===== src/rtl/float32_arith_compare_unit_macros.svh =====
// ----------------------------------------------------------------------------
// float32_arith_compare_unit_macros
// Assertion macros shared by the float32 arithmetic/compare unit.
// ----------------------------------------------------------------------------
`ifndef FLOAT32_ARITH_COMPARE_UNIT_MACROS_SVH
`define FLOAT32_ARITH_COMPARE_UNIT_MACROS_SVH

// same-cycle implication
`define FPACU_ASSERT_IMP(lbl, ante, cons) \
  lbl: assert property (@(posedge clk_i) disable iff (!rst_ni) (ante) |-> (cons)) \
    else $error("fpacu check failed");

// next-cycle implication
`define FPACU_ASSERT_NXT(lbl, ante, cons) \
  lbl: assert property (@(posedge clk_i) disable iff (!rst_ni) (ante) |=> (cons)) \
    else $error("fpacu check failed");

`endif


===== src/rtl/fpacu_pkg.sv =====
`timescale 1ns / 1ps
// ----------------------------------------------------------------------------
// fpacu_pkg
// Types, codes and helpers of the float32 arithmetic/compare unit.
// ----------------------------------------------------------------------------
package fpacu_pkg;

  localparam int unsigned DivCells = 27;

  localparam logic [31:0] SignBit    = 32'h8000_0000;
  localparam logic [31:0] ExpInf     = 32'h7F80_0000;
  localparam logic [31:0] QuietBit   = 32'h0040_0000;
  localparam logic [31:0] DefaultNan = 32'h7FC0_0000;
  localparam logic [31:0] OneBits    = 32'h3F80_0000;

  typedef enum logic [3:0] {
    OP_EQ  = 4'd0,
    OP_NE  = 4'd1,
    OP_LT  = 4'd2,
    OP_LE  = 4'd3,
    OP_GT  = 4'd4,
    OP_GE  = 4'd5,
    OP_ADD = 4'd6,
    OP_SUB = 4'd7,
    OP_MUL = 4'd8,
    OP_DIV = 4'd9,
    OP_OR  = 4'd10,
    OP_AND = 4'd11
  } op_e;

  typedef enum logic [1:0] {
    KIND_FIXED,
    KIND_ADD,
    KIND_MUL,
    KIND_DIV
  } kind_e;

  typedef logic signed [11:0] exp_t;

  typedef struct packed {
    logic [31:0] left_operand;
    logic [31:0] right_operand;
    logic [3:0]  operation;
  } in_beat_t;

  typedef struct packed {
    logic [31:0] result_bits;
    logic        divide_by_zero;
    logic        unknown_operation;
  } out_beat_t;

  // unpacked operands, significands normalized to bit 23
  typedef struct packed {
    op_e         op;
    logic        sa;
    logic        sb;
    exp_t        ea;
    exp_t        eb;
    logic [23:0] ma;
    logic [23:0] mb;
    logic        special;
    logic [31:0] fixed;
    logic        dz;
    logic        unk;
  } unp_t;

  // item state carried down the divider cells
  typedef struct packed {
    kind_e       kind;
    logic        sign;
    exp_t        expo;
    logic [47:0] wide;
    logic [24:0] rem;
    logic [23:0] dvsr;
    logic [31:0] fixed;
    logic        dz;
    logic        unk;
  } pipe_t;

  function automatic logic [4:0] lzc24(input logic [23:0] x);
    logic [4:0] cnt;
    cnt = 5'd24;
    for (int i = 0; i < 24; i++) begin
      if (x[i]) cnt = 5'(23 - i);
    end
    return cnt;
  endfunction

  function automatic logic [4:0] lzc28(input logic [27:0] x);
    logic [4:0] cnt;
    cnt = 5'd28;
    for (int i = 0; i < 28; i++) begin
      if (x[i]) cnt = 5'(27 - i);
    end
    return cnt;
  endfunction

endpackage


===== src/rtl/fpacu_div_cell.sv =====
`timescale 1ns / 1ps
// ----------------------------------------------------------------------------
// fpacu_div_cell
// One cell of the divider row: produces one quotient bit per beat and hands
// the partial remainder on; other operations pass through.
// ----------------------------------------------------------------------------
module fpacu_div_cell (
  input  logic             clk_i,
  input  logic             rst_ni,
  input  logic             valid_i,
  output logic             ready_o,
  input  fpacu_pkg::pipe_t data_i,
  output logic             valid_o,
  input  logic             ready_i,
  output fpacu_pkg::pipe_t data_o
);

  logic             v_q;
  fpacu_pkg::pipe_t d_q, d_d;
  logic             ge;
  logic [24:0]      r;

  always_comb begin
    d_d = data_i;
    ge  = data_i.rem >= {1'b0, data_i.dvsr};
    r   = ge ? (data_i.rem - {1'b0, data_i.dvsr}) : data_i.rem;
    if (data_i.kind == fpacu_pkg::KIND_DIV) begin
      d_d.rem  = {r[23:0], 1'b0};
      d_d.wide = {data_i.wide[46:0], ge};
    end
  end

  assign ready_o = !v_q || ready_i;

  always_ff @(posedge clk_i or negedge rst_ni) begin
    if (!rst_ni) begin
      v_q <= 1'b0;
    end else if (ready_o) begin
      v_q <= valid_i;
    end
  end

  always_ff @(posedge clk_i) begin
    if (ready_o) begin
      d_q <= d_d;
    end
  end

  assign valid_o = v_q;
  assign data_o  = d_q;

endmodule


===== config.mk =====
export PLATFORM = sky130hd
export DESIGN_NAME = fpacu_div_cell
export DESIGN_NICKNAME = d
export VERILOG_FILES = /design/src/rtl/float32_arith_compare_unit_macros.svh /design/src/rtl/fpacu_pkg.sv /design/src/rtl/fpacu_div_cell.sv
export SDC_FILE = /design/constraint.sdc
export NUM_CORES = 1
export LEC_CHECK = 0
export ABC_CLOCK_PERIOD_IN_PS = 6400
export BUFFER_PORTS_ARGS = -buffer_cell sky130_fd_sc_hd__clkbuf_2
export CORE_MARGIN = 10
export CORE_UTILIZATION = 35
export CTS_CLUSTER_DIAMETER = 150
export DETAILED_ROUTE_END_ITERATION = 12
export GPL_ROUTABILITY_DRIVEN = 0
export PLACE_DENSITY = 0.66
export SLEW_MARGIN = 20
export SYNTH_ARGS = -nofsm -noshare
export SYNTH_HDL_FRONTEND = slang
export SYNTH_SLANG_ARGS = --single-unit

===== constraint.sdc =====
create_clock -name clk_i -period 6.4 [get_ports clk_i]
set_input_delay 0.96 -clock clk_i [delete_from_list [all_inputs] [get_ports clk_i]]
set_output_delay 0.96 -clock clk_i [all_outputs]
set_load 0.02 [all_outputs]

# Word-level counts from Yosys, hierarchy flattened
# Index checks and enable logic that the tools add are counted.
[totals] out_inout_bits=148 inputBits=150 elab_cells=18 regBits=147
[classes] order_cmp=1 n_reduce_logical=2 mux=2 eq_ne=1 n_addsub=1
[ops] operator="two-way mux 73 bit" count=1
[ops] operator=">= comparator 25 x 24 -> 1 bit" count=1
[ops] operator="two-way mux 24 bit" count=1
[ops] operator="subtractor 24 bit" count=1
[ops] operator="equality test 2 bit, second input constant" count=1
[ops] operator="logical NOT 1 bit" count=1
[ops] operator="logical OR 1 bit" count=1

# Depth between registers and ports, before layout
[depth] ltp_word=3 depth_mapped=13 depth_no_buf=11

# Worst setup path before layout
# OpenSTA, ideal clock, no wires.
[synth_timing] path_kind="input-to-output" startpoint="input port ready_i" endpoint="output port ready_o" cell_stages=1 required_time_ns=5.440 slack_ns=0.805 t_arrival_ns=4.635 cell_sequence="nand2b_1"
[synth_via] elab_chain_len=1
[synth_lines] element="from (decl)" line_no="fpacu_div_cell.sv:14" source="input logic ready_i,"
[synth_lines] element="logical OR 1 bit" line_no="fpacu_div_cell.sv:33" source="assign ready_o = !v_q || ready_i;"
[synth_lines] element="to (decl)" line_no="fpacu_div_cell.sv:11" source="output logic ready_o,"
# No other way between the ends.

==> results summary <==
The count of flip-flops with a built-in enable after synthesis is 146. The clock passes through at most 2 buffers. The vias per cell came out at 4.72. The share of Yosys cell area claimed by the top area cell type is 63.5%. The floorplan step set the die width to 160 microns. The number of pins with negative max-slew slack in the final report was 0.

The DRC violation count after routing came out at 0. The CTS H-tree depth came out at 4. The critical path goes through clkbuf_2 -> inv_1 -> ha_1 -> a21oi_1 -> nor2_1 -> o311ai_1 -> o211ai_2 -> a31oi_4 -> or2_1 -> o211ai_1 -> a21boi_0. The signed area change from the synthesized netlist to the final layout came out at 33.7%.

The number of buffer cells added on primary ports is 297. The number of buffers inserted to repair setup after CTS is 0. The total CTS buffers is 17.

The type of element launching the critical path is an input pin. The count of cells resized by post-cts repair came out at 0. The largest voltage drop on the vdd net is 0.178 mV. The sequential-to-total area share from yosys stat came out at 63.9%. The highest net fanout along the worst path came out at 23. The clock transition at the register clock pins on the worst setup and hold paths after CTS came out at 0.06 ns. The ratio of total power to cell area came out at 291 mW/mm^2. Entering global routing, the biggest net connects 56 pins.

The TritonCTS clock tree is built. Dividing the detail-routed wire length by the instance count gives 18.0 microns. Data arrives at the worst endpoint at 3.84 ns. The path category of the worst min-delay check is input pin to async pin. In the synthesized netlist, the cells that appear most often are 182 x nand2_1, 146 x edfxtp_1, 31 x inv_1. The total wire length after detailed routing is 21.1 mm. The tree built by TritonCTS fans out to 147 sinks.

The count of antenna diodes in the layout is 0. Counting both buffers and inverters, the worst setup path holds a total of 2. The remaining antenna violation count is 0. The final setup violation count is 0.

The family of cells with the greatest summed delay on the critical path is compound AO/OA/AOI/OAI gates. The overall routing resource usage is 16.0%. The maximum clock skew at final layout came out at 0.0125 ns. Once routing completed, OpenROAD measured the worst setup slack at 2.71 ns. The area of the mapped netlist came out at 0.00690 sq mm. The die is 160 microns tall. Synthesis handed over a netlist of 598 instances.

Among all flip-flop cells after synthesis, the most frequent one is edfxtp_1. The biggest area consumer among synthesized cells is edfxtp_1. Among all stages on the critical path, the largest delay is contributed by or2_1. The initial antenna violation count is 0.

The time the final worst path needs with I/O delays and setup came out at 3.69 ns. The Yosys step of the flow raised 0 warnings. In the post-synthesis netlist, the biggest area contributors are edfxtp_1 64%, nand2_1 9.9%, ha_1 4.3%. The post-place setup slack is 2.22 ns. The first global-routing pass estimated 32.4 mm of wire. The worst setup path is captured at a flip-flop.

In the final layout, the share of cells above drive strength 1 is 38.1%. Yosys instantiated no cell more often than nand2_1. The starting utilization of the core area is 35.5%. The flow ran to the end, and the final reports show no timing, DRC or antenna violations. The tree is rooted in a clkbuf_16. For this block, the via count after detailed routing is 5534. The leakage power total came out at 4.33 nW. The path type of the worst setup path is input pin to flip-flop.

The proportion of synthesized flip-flops having asynchronous set or reset came out at 0.680%. The synthesized area per cell is 11.5 sq um. Once detailed placement completed, the half-perimeter wirelength came to 16.6 mm.

The post-synthesis register bit count is 147. The final hold violation count was 0. The ratio of final minimum period to clock period is 57.7%. Setup repair after global routing left no endpoint under its margin.

The worst max-slew margin expressed relative to the limit is 39.7%. The distinct cell type count after synthesis is 56. The floorplan has 51 rows. The area of the core region came out at 0.0195 sq mm. The post-synth net total is 773. The via count of the first global-routing pass came out at 5762. The highest achievable clock rate is 271 MHz. The area of the die came out at 0.0257 sq mm. The latest clock arrival within the worst-skew pair is 0.42 ns. The required time of the critical path is 6.55 ns. The net count reported at finish is 1070. Hold repair after CTS inserted 0 buffers.

The setup TNS after final layout came out at 0 ns. The detailed-router iteration count before antenna repair is 5. The longest individual stage delay on the worst path came out at 0.76 ns. The boundary pin count is 298. For this block, the initial DRC count from the detailed router was 317. The transition at the pin with the smallest max-transition slack came out at 0.904 ns. The aggregate global routing overflow is 0. The total of max-cap violations came out at 0.
[final cells by class]
class | instances | area [sq um]
fill | 1787 | 10200
sequential | 147 | 4410
multi-input combinational | 397 | 2260
timing repair buffer | 301 | 1520
clock buffer | 17 | 425
tap | 265 | 332
clock inverter | 14 | 166
inverter | 31 | 116
[worst paths after layout]
path | from | endpoint | slack [ns] | cells after the start
hold reg to reg | valid_o$_DFFE_PN0P_ | valid_o$_DFFE_PN0P_ | 0.99 | 2
min in group clk_i | data_i[9] | data_o[9]$_DFFE_PP_ | 0.71 | 1
max in group asynchronous | rst_ni | valid_o$_DFFE_PN0P_ | 6.02 | 1
setup reg to reg | valid_o$_DFFE_PN0P_ | data_o[83]$_DFFE_PP_ | 4.40 | 2
hold / removal | rst_ni | valid_o$_DFFE_PN0P_ | 0.29 | 1
setup / recovery | data_i[42] | data_o[59]$_DFFE_PP_ | 2.71 | 11
[flip-flops by register name, indices dropped and copies added (netlist names)]
name     count
data_o     146
valid_o      1
[cells in the final DEF (no fill, tap or decap), types with 2 or more instances in the layout]
master	n
bufinv_16	2
o21bai_1	2
inv_8	2
o21a_1	4
nor2b_1	2
a21boi_0	2
a21o_1	7
and2_1	2
nand4_1	2
clkbuf_2	297
nand3_1	18
buf_4	4
o311ai_1	2
nor3_1	6
inv_6	6
clkbuf_16	17
a21oi_1	24
mux2i_1	3
clkinvlp_4	3
edfxtp_1	146
ha_1	24
nand2b_1	2
inv_1	31
a31oi_1	13
o21ai_0	11
xnor2_1	12
a31oi_2	2
or2_2	2
and3_1	7
nor4_1	2
o211ai_1	8
nor2_1	25
xor2_1	6
o211ai_2	2
nand2_1	181
o41ai_1	2
[power by group]
part	internal [W]	switching [W]	leakage (nW)
sequential	0.00116	0.0000207	1.49
clock	0.000585	0.000430	0.282
combinational	0.000171	0.000322	2.57
total	0.00191	0.000773	4.33
[metrics by stage]
| stage | area (sq um) | instances | total power (W) | hold slack (ns) | utilization [%] |
|---|---|---|---|---|---|
| floorplan | 6900 | 598 | 0.00152 | 0.664 | - |
| global placement | 8640 | 1141 | 0.00169 | 0.735 | 44.4 |
| detailed placement | 8640 | 1141 | 0.00170 | 0.736 | 44.4 |
| CTS | 9230 | 1172 | 0.00272 | 0.280 | 47.4 |
| global route | 9230 | 1172 | 0.00281 | 0.280 | 47.4 |
| finish | 9230 | 1172 | 0.00269 | 0.294 | 47.4 |
[routing by layer]
layer	vias to the layer above	part of all wire, %	track usage (%)
met1	2548	38	16.9
li1	2732	-	-
met5	-	0	0
met2	226	51	28.7
met4	0	1.9	5.30
met3	28	8.4	5.98
[kinds of logic after synthesis]
family          share of synthesized area [%]
compound gates                           9.71
buf+inv                                  3.52
xor+xnor                                 2.28
fa+ha+maj                                4.64
simple gates                             15.5
mux                                     0.435
flops                                    63.9
Note: power is estimated with default switching activity, not from simulation.
