## src/rtl/float32_arith_compare_unit_macros.svh

```systemverilog
// ----------------------------------------------------------------------------
// float32_arith_compare_unit_macros
// Assertion macros shared by the float32 arithmetic/compare unit.
// ----------------------------------------------------------------------------
`ifndef FLOAT32_ARITH_COMPARE_UNIT_MACROS_SVH
`define FLOAT32_ARITH_COMPARE_UNIT_MACROS_SVH

// same-cycle implication
`define FPACU_ASSERT_IMP(lbl, ante, cons) \
  lbl: assert property (@(posedge clk_i) disable iff (!rst_ni) (ante) |-> (cons)) \
    else $error("fpacu check failed");

// next-cycle implication
`define FPACU_ASSERT_NXT(lbl, ante, cons) \
  lbl: assert property (@(posedge clk_i) disable iff (!rst_ni) (ante) |=> (cons)) \
    else $error("fpacu check failed");

`endif

```

## src/rtl/fpacu_pkg.sv

```systemverilog
`timescale 1ns / 1ps
// ----------------------------------------------------------------------------
// fpacu_pkg
// Types, codes and helpers of the float32 arithmetic/compare unit.
// ----------------------------------------------------------------------------
package fpacu_pkg;

  localparam int unsigned DivCells = 27;

  localparam logic [31:0] SignBit    = 32'h8000_0000;
  localparam logic [31:0] ExpInf     = 32'h7F80_0000;
  localparam logic [31:0] QuietBit   = 32'h0040_0000;
  localparam logic [31:0] DefaultNan = 32'h7FC0_0000;
  localparam logic [31:0] OneBits    = 32'h3F80_0000;

  typedef enum logic [3:0] {
    OP_EQ  = 4'd0,
    OP_NE  = 4'd1,
    OP_LT  = 4'd2,
    OP_LE  = 4'd3,
    OP_GT  = 4'd4,
    OP_GE  = 4'd5,
    OP_ADD = 4'd6,
    OP_SUB = 4'd7,
    OP_MUL = 4'd8,
    OP_DIV = 4'd9,
    OP_OR  = 4'd10,
    OP_AND = 4'd11
  } op_e;

  typedef enum logic [1:0] {
    KIND_FIXED,
    KIND_ADD,
    KIND_MUL,
    KIND_DIV
  } kind_e;

  typedef logic signed [11:0] exp_t;

  typedef struct packed {
    logic [31:0] left_operand;
    logic [31:0] right_operand;
    logic [3:0]  operation;
  } in_beat_t;

  typedef struct packed {
    logic [31:0] result_bits;
    logic        divide_by_zero;
    logic        unknown_operation;
  } out_beat_t;

  // unpacked operands, significands normalized to bit 23
  typedef struct packed {
    op_e         op;
    logic        sa;
    logic        sb;
    exp_t        ea;
    exp_t        eb;
    logic [23:0] ma;
    logic [23:0] mb;
    logic        special;
    logic [31:0] fixed;
    logic        dz;
    logic        unk;
  } unp_t;

  // item state carried down the divider cells
  typedef struct packed {
    kind_e       kind;
    logic        sign;
    exp_t        expo;
    logic [47:0] wide;
    logic [24:0] rem;
    logic [23:0] dvsr;
    logic [31:0] fixed;
    logic        dz;
    logic        unk;
  } pipe_t;

  function automatic logic [4:0] lzc24(input logic [23:0] x);
    logic [4:0] cnt;
    cnt = 5'd24;
    for (int i = 0; i < 24; i++) begin
      if (x[i]) cnt = 5'(23 - i);
    end
    return cnt;
  endfunction

  function automatic logic [4:0] lzc28(input logic [27:0] x);
    logic [4:0] cnt;
    cnt = 5'd28;
    for (int i = 0; i < 28; i++) begin
      if (x[i]) cnt = 5'(27 - i);
    end
    return cnt;
  endfunction

endpackage

```

## src/rtl/fpacu_unpack.sv

```systemverilog
`timescale 1ns / 1ps
// ----------------------------------------------------------------------------
// fpacu_unpack
// Input stage: classifies operands, resolves compares, logic ops and IEEE
// special cases, and normalizes finite significands.
// ----------------------------------------------------------------------------
module fpacu_unpack (
  input  logic                clk_i,
  input  logic                rst_ni,
  input  logic                valid_i,
  output logic                ready_o,
  input  fpacu_pkg::in_beat_t data_i,
  output logic                valid_o,
  input  logic                ready_i,
  output fpacu_pkg::unp_t     data_o
);

  logic            v_q;
  fpacu_pkg::unp_t d_q, d_d;

  function automatic logic [35:0] norm_op(input logic [31:0] x);
    logic [23:0]     sig;
    fpacu_pkg::exp_t e0;
    logic [4:0]      l;
    sig = (x[30:23] == 8'd0) ? {1'b0, x[22:0]} : {1'b1, x[22:0]};
    e0  = (x[30:23] == 8'd0) ? -12'sd149 : $signed({4'b0, x[30:23]}) - 12'sd150;
    l   = fpacu_pkg::lzc24(sig);
    return {e0 - $signed({7'b0, l}), sig << l};
  endfunction

  logic [31:0]    a, b_raw, b, nan_pick, ka, kb;
  logic           a_nan, b_nan, a_inf, b_inf, a_zero, b_zero, any_nan;
  logic           eq, lt, gt, sgn_p;
  logic [35:0]    na, nb;
  fpacu_pkg::op_e op;

  always_comb begin
    a      = data_i.left_operand;
    b_raw  = data_i.right_operand;
    op     = fpacu_pkg::op_e'(data_i.operation);
    a_nan  = a[30:0] > 31'h7F80_0000;
    b_nan  = b_raw[30:0] > 31'h7F80_0000;
    a_inf  = a[30:0] == 31'h7F80_0000;
    b_inf  = b_raw[30:0] == 31'h7F80_0000;
    a_zero = a[30:0] == 31'd0;
    b_zero = b_raw[30:0] == 31'd0;
    any_nan = a_nan || b_nan;
    b = (op == fpacu_pkg::OP_SUB && !b_nan) ? {~b_raw[31], b_raw[30:0]} : b_raw;
    nan_pick = a_nan ? (a | fpacu_pkg::QuietBit) : (b_raw | fpacu_pkg::QuietBit);
    ka = a_zero ? fpacu_pkg::SignBit : (a[31] ? ~a : (a | fpacu_pkg::SignBit));
    kb = b_zero ? fpacu_pkg::SignBit : (b_raw[31] ? ~b_raw : (b_raw | fpacu_pkg::SignBit));
    eq = !any_nan && (ka == kb);
    lt = !any_nan && (ka < kb);
    gt = !any_nan && (kb < ka);
    sgn_p = a[31] ^ b_raw[31];
    na = norm_op(a);
    nb = norm_op(b);

    d_d.op      = op;
    d_d.sa      = a[31];
    d_d.sb      = b[31];
    d_d.ea      = na[35:24];
    d_d.eb      = nb[35:24];
    d_d.ma      = na[23:0];
    d_d.mb      = nb[23:0];
    d_d.special = 1'b1;
    d_d.fixed   = 32'd0;
    d_d.dz      = 1'b0;
    d_d.unk     = 1'b0;

    case (op)
      fpacu_pkg::OP_EQ: d_d.fixed = eq ? fpacu_pkg::OneBits : 32'd0;
      fpacu_pkg::OP_NE: d_d.fixed = !eq ? fpacu_pkg::OneBits : 32'd0;
      fpacu_pkg::OP_LT: d_d.fixed = lt ? fpacu_pkg::OneBits : 32'd0;
      fpacu_pkg::OP_LE: d_d.fixed = (lt || eq) ? fpacu_pkg::OneBits : 32'd0;
      fpacu_pkg::OP_GT: d_d.fixed = gt ? fpacu_pkg::OneBits : 32'd0;
      fpacu_pkg::OP_GE: d_d.fixed = (gt || eq) ? fpacu_pkg::OneBits : 32'd0;
      fpacu_pkg::OP_OR: d_d.fixed = (!a_zero || !b_zero) ? fpacu_pkg::OneBits : 32'd0;
      fpacu_pkg::OP_AND: d_d.fixed = (!a_zero && !b_zero) ? fpacu_pkg::OneBits : 32'd0;
      fpacu_pkg::OP_ADD, fpacu_pkg::OP_SUB: begin
        if (any_nan) d_d.fixed = nan_pick;
        else if (a_inf) d_d.fixed = (b_inf && (a[31] != b[31])) ? fpacu_pkg::DefaultNan : a;
        else if (b_inf) d_d.fixed = b;
        else if (a_zero && b_zero) d_d.fixed = {a[31] & b[31], 31'd0};
        else if (a_zero) d_d.fixed = b;
        else if (b_zero) d_d.fixed = a;
        else d_d.special = 1'b0;
      end
      fpacu_pkg::OP_MUL: begin
        if (any_nan) d_d.fixed = nan_pick;
        else if (a_inf || b_inf) begin
          d_d.fixed = (a_zero || b_zero) ? fpacu_pkg::DefaultNan
                                         : ({sgn_p, 31'd0} | fpacu_pkg::ExpInf);
        end else if (a_zero || b_zero) d_d.fixed = {sgn_p, 31'd0};
        else d_d.special = 1'b0;
      end
      fpacu_pkg::OP_DIV: begin
        d_d.dz = b_zero;
        if (any_nan) d_d.fixed = nan_pick;
        else if (a_inf) begin
          d_d.fixed = b_inf ? fpacu_pkg::DefaultNan : ({sgn_p, 31'd0} | fpacu_pkg::ExpInf);
        end else if (b_inf) d_d.fixed = {sgn_p, 31'd0};
        else if (b_zero) begin
          d_d.fixed = a_zero ? fpacu_pkg::DefaultNan : ({sgn_p, 31'd0} | fpacu_pkg::ExpInf);
        end else if (a_zero) d_d.fixed = {sgn_p, 31'd0};
        else d_d.special = 1'b0;
      end
      default: d_d.unk = 1'b1;
    endcase
  end

  assign ready_o = !v_q || ready_i;

  always_ff @(posedge clk_i or negedge rst_ni) begin
    if (!rst_ni) begin
      v_q <= 1'b0;
    end else if (ready_o) begin
      v_q <= valid_i;
    end
  end

  always_ff @(posedge clk_i) begin
    if (ready_o) begin
      d_q <= d_d;
    end
  end

  assign valid_o = v_q;
  assign data_o  = d_q;

endmodule

```

## config.mk

```make
export PLATFORM = sky130hd
export DESIGN_NAME = fpacu_unpack
export DESIGN_NICKNAME = d
export VERILOG_FILES = /design/src/rtl/float32_arith_compare_unit_macros.svh /design/src/rtl/fpacu_pkg.sv /design/src/rtl/fpacu_unpack.sv
export SDC_FILE = /design/constraint.sdc
export NUM_CORES = 1
export LEC_CHECK = 0
export BUFFER_PORTS_ARGS = -buffer_cell sky130_fd_sc_hd__buf_4
export CELL_PAD_IN_SITES_DETAIL_PLACEMENT = 1
export CELL_PAD_IN_SITES_GLOBAL_PLACEMENT = 2
export CORE_ASPECT_RATIO = 0.7
export CORE_MARGIN = 5
export CORE_UTILIZATION = 34
export CTS_CLUSTER_DIAMETER = 150
export CTS_CLUSTER_SIZE = 12
export DETAILED_ROUTE_END_ITERATION = 8
export GPL_TIMING_DRIVEN = 0
export PLACE_DENSITY_LB_ADDON = 0.1
export RECOVER_POWER = 25
export SLEW_MARGIN = 20
export SYNTH_ARGS = -nofsm -noshare
export SYNTH_HDL_FRONTEND = slang
export SYNTH_SLANG_ARGS = --single-unit
```

## constraint.sdc

```tcl
create_clock -name clk_i -period 4.1 [get_ports clk_i]
set_input_delay 0.41 -clock clk_i [delete_from_list [all_inputs] [get_ports clk_i]]
set_output_delay 0.41 -clock clk_i [all_outputs]
set_load 0.02 [all_outputs]
```

Word level (Yosys, flattened, before mapping)
Index checks and enable logic that the tools add are counted.
{ "word_totals": {"register_bits": 114, "in_bits": 72, "output_inout_bits": 115} }
{ "op_classes": {"n_addsub": 4, "magnitude_cmp": 4, "n_eq_ne": 15, "shifts": 2, "mux": 101, "bitwise": 5, "reduce_logical": 26} }
{ "op_table": {"columns": ["op", "n"], "rows": [
  ["2-to-1 mux 32 bit", 24],
  ["case mux 32 bit (11 select lines)", 1],
  ["2-to-1 mux 30 bit", 8],
  ["2-to-1 mux 5 bit", 39],
  ["< comparator 32 bit", 2],
  ["inverter 32 bit", 2],
  ["equality test 31 bit, second input constant", 2],
  ["> comparator 31 bit, second input constant", 2],
  ["logical NOT 31 bit", 2],
  ["2-to-1 mux 24 bit", 2],
  ["left shift 24 x 5 -> 24 bit", 2],
  ["2-to-1 mux 4 bit", 9],
  ["equality test 32 bit", 1],
  ["2-to-1 mux 12 bit", 2],
  ["subtractor 12 x 6 -> 12 bit", 2],
  ["subtractor 8 x 8 -> 9 bit, second input constant", 2],
  ["equality test 4 x 3 -> 1 bit, second input constant", 4],
  ["equality test 4 bit, second input constant", 4],
  ["logical NOT 8 bit", 2],
  ["2-to-1 mux 1 bit", 15],
  ["OR reduction 12 bit", 1],
  ["equality test 4 x 2 -> 1 bit, second input constant", 2],
  ["logical AND 1 bit", 7],
  ["logical OR 1 bit", 7],
  ["9 further kinds", 13]
]} }

Depth between registers and ports, before layout
{ "logic_depth": {"depth_word": 31, "ltp_mapped": 18} }

Worst setup path after synthesis
No wires, ideal clock.
{ "synth_path": {"path_type": "input port to flip-flop", "startpoint": "in data_i[13] (netlist bit)", "endpoint": "reg d_q, in the netlist data_o[25] (data pin)", "setup_ps": 275, "arrival_ps": 4202, "path_slack_ps": -377, "stages": 18, "path_buffers": 4, "cell_sequence": "clkbuf_1 -> nor4_1 -> nand2_1 -> nor4_1 -> buf_2 -> clkbuf_1 -> clkbuf_1 -> nor2_1 -> ha_1 -> a21o_1 -> a21o_1 -> a211oi_1 -> o21ai_0 -> a211o_1 -> nor3_1 -> mux2i_1 -> nor3_2 -> o21ai_0"} }
{ "synth_between": {"elab_chain_len": 10} }
{ "synth_lines": {"columns": ["item", "line", "source"], "rows": [
  ["start: declaration", "fpacu_unpack.sv:12", "input fpacu_pkg::in_beat_t data_i,"],
  ["> comparator 31 bit", "fpacu_unpack.sv:42", "b_nan = b_raw[30:0] > 31'h7F80_0000;"],
  ["logical NOT 1 bit", "fpacu_unpack.sv:48", "b = (op == fpacu_pkg::OP_SUB && !b_nan) ? {~b_raw[31], b_raw[30:0]} : b_raw;"],
  ["logical AND 1 bit", "fpacu_unpack.sv:48", null],
  ["2-to-1 mux 32 bit", "fpacu_unpack.sv:48", null],
  ["!= test 1 bit", "fpacu_unpack.sv:82", "else if (a_inf) d_d.fixed = (b_inf && (a[31] != b[31])) ? fpacu_pkg::DefaultNan : a;"],
  ["logical AND 1 bit", "fpacu_unpack.sv:82", null],
  ["2-to-1 mux 32 bit (2 in series)", "fpacu_unpack.sv:82", null],
  ["2-to-1 mux 32 bit", "fpacu_unpack.sv:81", "if (any_nan) d_d.fixed = nan_pick;"],
  ["case mux 32 bit (11 select lines) (*)", "fpacu_unpack.sv:71", "case (op)"],
  ["end signal: assignment", "fpacu_unpack.sv:124", "d_q <= d_d;"],
  ["end: declaration", "fpacu_unpack.sv:19", "fpacu_pkg::unp_t d_q, d_d;"]
]} }
Every way passes the cells marked *; elsewhere a longest branch is shown, timed or not.
A chain may end at the register's enable or synchronous reset.

Final worst setup path
{ "layout_path": {"startpoint": "in data_i[55] (netlist bit)", "endpoint": "reg d_q, in the netlist data_o[29] (data pin)"} }
{ "layout_between": {"elab_chain_len": 8} }
{ "layout_lines": {"columns": ["item", "line"], "rows": [
  ["parallel branches: the longest is 7 deep, another holds < comparator 32 bit", null],
  ["case mux 32 bit (11 select lines) (*)", "fpacu_unpack.sv:71"]
]} }
Every way passes the cells marked *.

==> results.toml <==
[worst_setup_path]
reg2reg_slack_ns = 1.48
setup.worst_path.end_class = "register"
start_to_end_type_of_the_worst_setup_path = "primary input to register"
startpoint_type = "primary input"
r2r-start = "valid_o$_DFFE_PN0P_"
critical-path-slowest-cell = "sky130_fd_sc_hd__nor4_4"
crit_path_max_incr_delay_ns = 0.46
timing.critical_path.arrival_ns = 4.14
path_max_fanout = 10
critical_path_required_ns = 4.24
cells_along_the_critical_path = "clkbuf_2 -> nor4_4 -> and4_1 -> nand3_1 -> buf_2 -> clkbuf_2 -> nand2_1 -> ha_1 -> a21o_1 -> a21o_1 -> a211oi_1 -> o21ai_0 -> a211o_1 -> nor3_4 -> mux2i_1 -> nor3_2 -> buf_4 -> o21ai_0"
critPathLaunch = "data_i[55]"

[synthesis]
syn-mean-instance-area_um2 = 8.71
synth_common_cells = "sky130_fd_sc_hd__nor2_1 (133), sky130_fd_sc_hd__nand2_1 (121), sky130_fd_sc_hd__edfxtp_1 (113)"
ys.warnings.count = 0
synth_largest_area_cell = "sky130_fd_sc_hd__edfxtp_1"
synth_top_cells_by_area = "sky130_fd_sc_hd__edfxtp_1 (34%), sky130_fd_sc_hd__mux2i_1 (7.9%), sky130_fd_sc_hd__nor2_1 (5.1%)"
synth-seq-area-share = 0.347
yosys_register_bits = 114
synth-edff-count = 113
synthesis.instances = 1130
synth_top_area_share = 0.345
cell_area_after_technology_mapping_um2 = 9840
synth_top_flop_cell = "sky130_fd_sc_hd__edfxtp_1"
most_common_cell_in_the_netlist = "sky130_fd_sc_hd__nor2_1"
synth.lib_cells_used.distinct = 83
async_reset_ff_frac = 0.00877

[cells_and_area]
final_nets = 1407
insertedDiodeCount = 0
finalCoreUtilization = 0.427
signed_area_change_from_the_synthesized_netlist_to_the_final_layout_pct = 24.9
post_route_cells_drive_above_1_share = 0.225

[route]
first_iter_violations = 793
drtPass1Iterations = 5
routed-via-count = 9741
antenna_violating_nets_left = 0
wire_per_inst_um = 24.6
via_per_inst = 5.78
postRouteWirelength_um = 41400
drc = 0

[worst_hold_path]
hold_path.class = "primary input to register"
holdCritStartpoint = "valid_i"

[global_routing]
via_count_of_the_first_global_routing_pass = 9624
global_route_wire_length_before_repair_um = 61900
grt.overflow.total = 0
antenna_violations_before_repair = 0
gr-usage-all-layers = 0.248
grt_max_degree = 56

[floorplanning]
core_area_um2 = 28800
number_of_top_level_design_ports = 187
chipWidth_um = 213
die_area_um2 = 32500
std_cell_rows = 52
die_height_um = 152
initial_core_util = 0.342

[clock_network]
tritoncts = "built"
clk-insertion-delay-late_ns = 0.43
cts_inserted_buffers = 17
cts.sinks = 114
clockBufferDepth = 2
worst_setup_hold_path_clk_slew_ns = 0.06
ctsRootBufferMaster = "sky130_fd_sc_hd__clkbuf_16"
ctsHtreeMaxLevel = 4

[sta]
clock-skew-final_ns = 0.00719
report.final.hold_viol_count = 0
summed_negative_setup_slack_over_all_endpoints_ns = 0
layout_min_cycle_time_ns = 4.00
timing.slew.headroom = 0.0525
timing.final.setup_violations = 0
fin_ws_ns = 0.103
final_max_slew_viol_count = 0
max_clock_freq_mhz = 250
worst_pin_slew_ns = 1.42
period_share = 0.975

[run_status]
status = "finished clean"

[flow_run]
maxCapViolCount = 0

[pwr]
peak_supply_drop_uv = 243
power.leakage_nw = 5.17
fin_total_pwr_w = 0.00392
powerDensity_nw_per_um2 = 319

[place]
post-dp-hpwl_um = 31500
place.gp.congestion = 0.928
io_buffers = 136
placement.setup.worst_slack_ns = -1.47
==> layer usage <==
layer / part of all wire / track usage / routed length, um / vias to the layer above
met5: 0 / 0 / 0 / -
met4: 0.0099 / 0.0460 / 408 / 0
met3: 0.075 / 0.0515 / 3090 / 25
met2: 0.40 / 0.333 / 16600 / 349
met1: 0.51 / 0.405 / 21300 / 4881
li1: - / - / - / 4486
==> final timing paths <==
check	end	cells after the start
max in group asynchronous	valid_o$_DFFE_PN0P_	2
worst min-delay path	valid_o$_DFFE_PN0P_	2
min in group asynchronous	valid_o$_DFFE_PN0P_	2
worst min register to register	valid_o$_DFFE_PN0P_	2
worst max-delay path	data_o[29]$_SDFFCE_PN0P_	18
worst max register to register	data_o[57]$_DFFE_PP_	2
==> kinds of logic (layout without fill, tap and decap cells) <==
| group | Yosys count | count (layout) | share of synthesized area |
|---|---|---|---|
| xor+xnor | 73 | 73 | 0.0649 |
| mux | 93 | 93 | 0.0976 |
| simple gates | 405 | 405 | 0.194 |
| other cells | 1 | 2 | 0.000381 |
| buf+inv | 130 | 307 | 0.0555 |
| compound gates | 275 | 275 | 0.190 |
| flops | 114 | 114 | 0.347 |
| fa+ha+maj | 39 | 39 | 0.0496 |
==> what timing repair did <==
item / 4_1_cts / 5_1_grt
pin swaps: 7 / 7
gates resized for setup: 45 / 45
hold endpoints to repair: 1 / 0
hold buffers: 1 / 0
buffers inserted: 7 / 3
setup endpoints to repair: 7 / 7
cloned: 0 / 0
==> report_power, final <==
part	internal, W	switching, W	total (W)
Sequential	0.00139	0.0000260	0.00141
Combinational	0.000344	0.000593	0.000937
Clock	0.000953	0.000614	0.00157
==> area by class of cell <==
type	count	area [um^2]
Timing Repair Buffer	149	1090
Inverter	26	97.6
Sequential cell	114	3420
Clock buffer	18	429
Tap cell	378	473
Clock inverter	13	161
Multi-Input combinational cell	887	6120
Buffer	101	500
Fill cell	3389	16500
==> critical path: cells and delay by family <==
family	cells	cell delay [ns]
adder cells (fa/ha/maj)	1	0.24
AO/OA/AOI/OAI	6	1.11
buffers and inverters	4	0.84
multiplexers	1	0.13
AND/OR/NAND/NOR	6	1.39
==> stage by stage <==
step / cell area [um^2] / hold WS, ns / cells
global placement: 11400 / 0.186 / 1645
global route: 12300 / 0.165 / 1686
finish: 12300 / 0.172 / 1686
detailed placement: 11500 / 0.187 / 1647
CTS: 12200 / 0.150 / 1683
floorplan: 9890 / 0.114 / 1131
==> placed cells by master (no fill, tap or decap), types with 13 or more instances in the layout <==
cell type / count
sky130_fd_sc_hd__edfxtp_1: 113
sky130_fd_sc_hd__xor2_1: 28
sky130_fd_sc_hd__buf_2: 25
sky130_fd_sc_hd__clkbuf_1: 45
sky130_fd_sc_hd__nor4_4: 13
sky130_fd_sc_hd__a21oi_1: 73
sky130_fd_sc_hd__nor2_1: 133
sky130_fd_sc_hd__a22oi_1: 25
sky130_fd_sc_hd__inv_1: 24
sky130_fd_sc_hd__clkbuf_2: 34
sky130_fd_sc_hd__buf_4: 135
sky130_fd_sc_hd__and3_1: 18
sky130_fd_sc_hd__mux2_2: 14
sky130_fd_sc_hd__clkbuf_16: 17
sky130_fd_sc_hd__o21ai_0: 44
sky130_fd_sc_hd__ha_1: 39
sky130_fd_sc_hd__nand3_1: 19
sky130_fd_sc_hd__xnor2_1: 45
sky130_fd_sc_hd__mux2i_1: 78
sky130_fd_sc_hd__o22ai_1: 15
sky130_fd_sc_hd__nand2_1: 117
sky130_fd_sc_hd__nor3_1: 18
==> registers in the layout (all words and copies together), names as in the netlist <==
| register | flops |
|---|---|
| data_o | 113 |
| valid_o | 1 |
No activity file was read; power rests on OpenSTA's default activity.
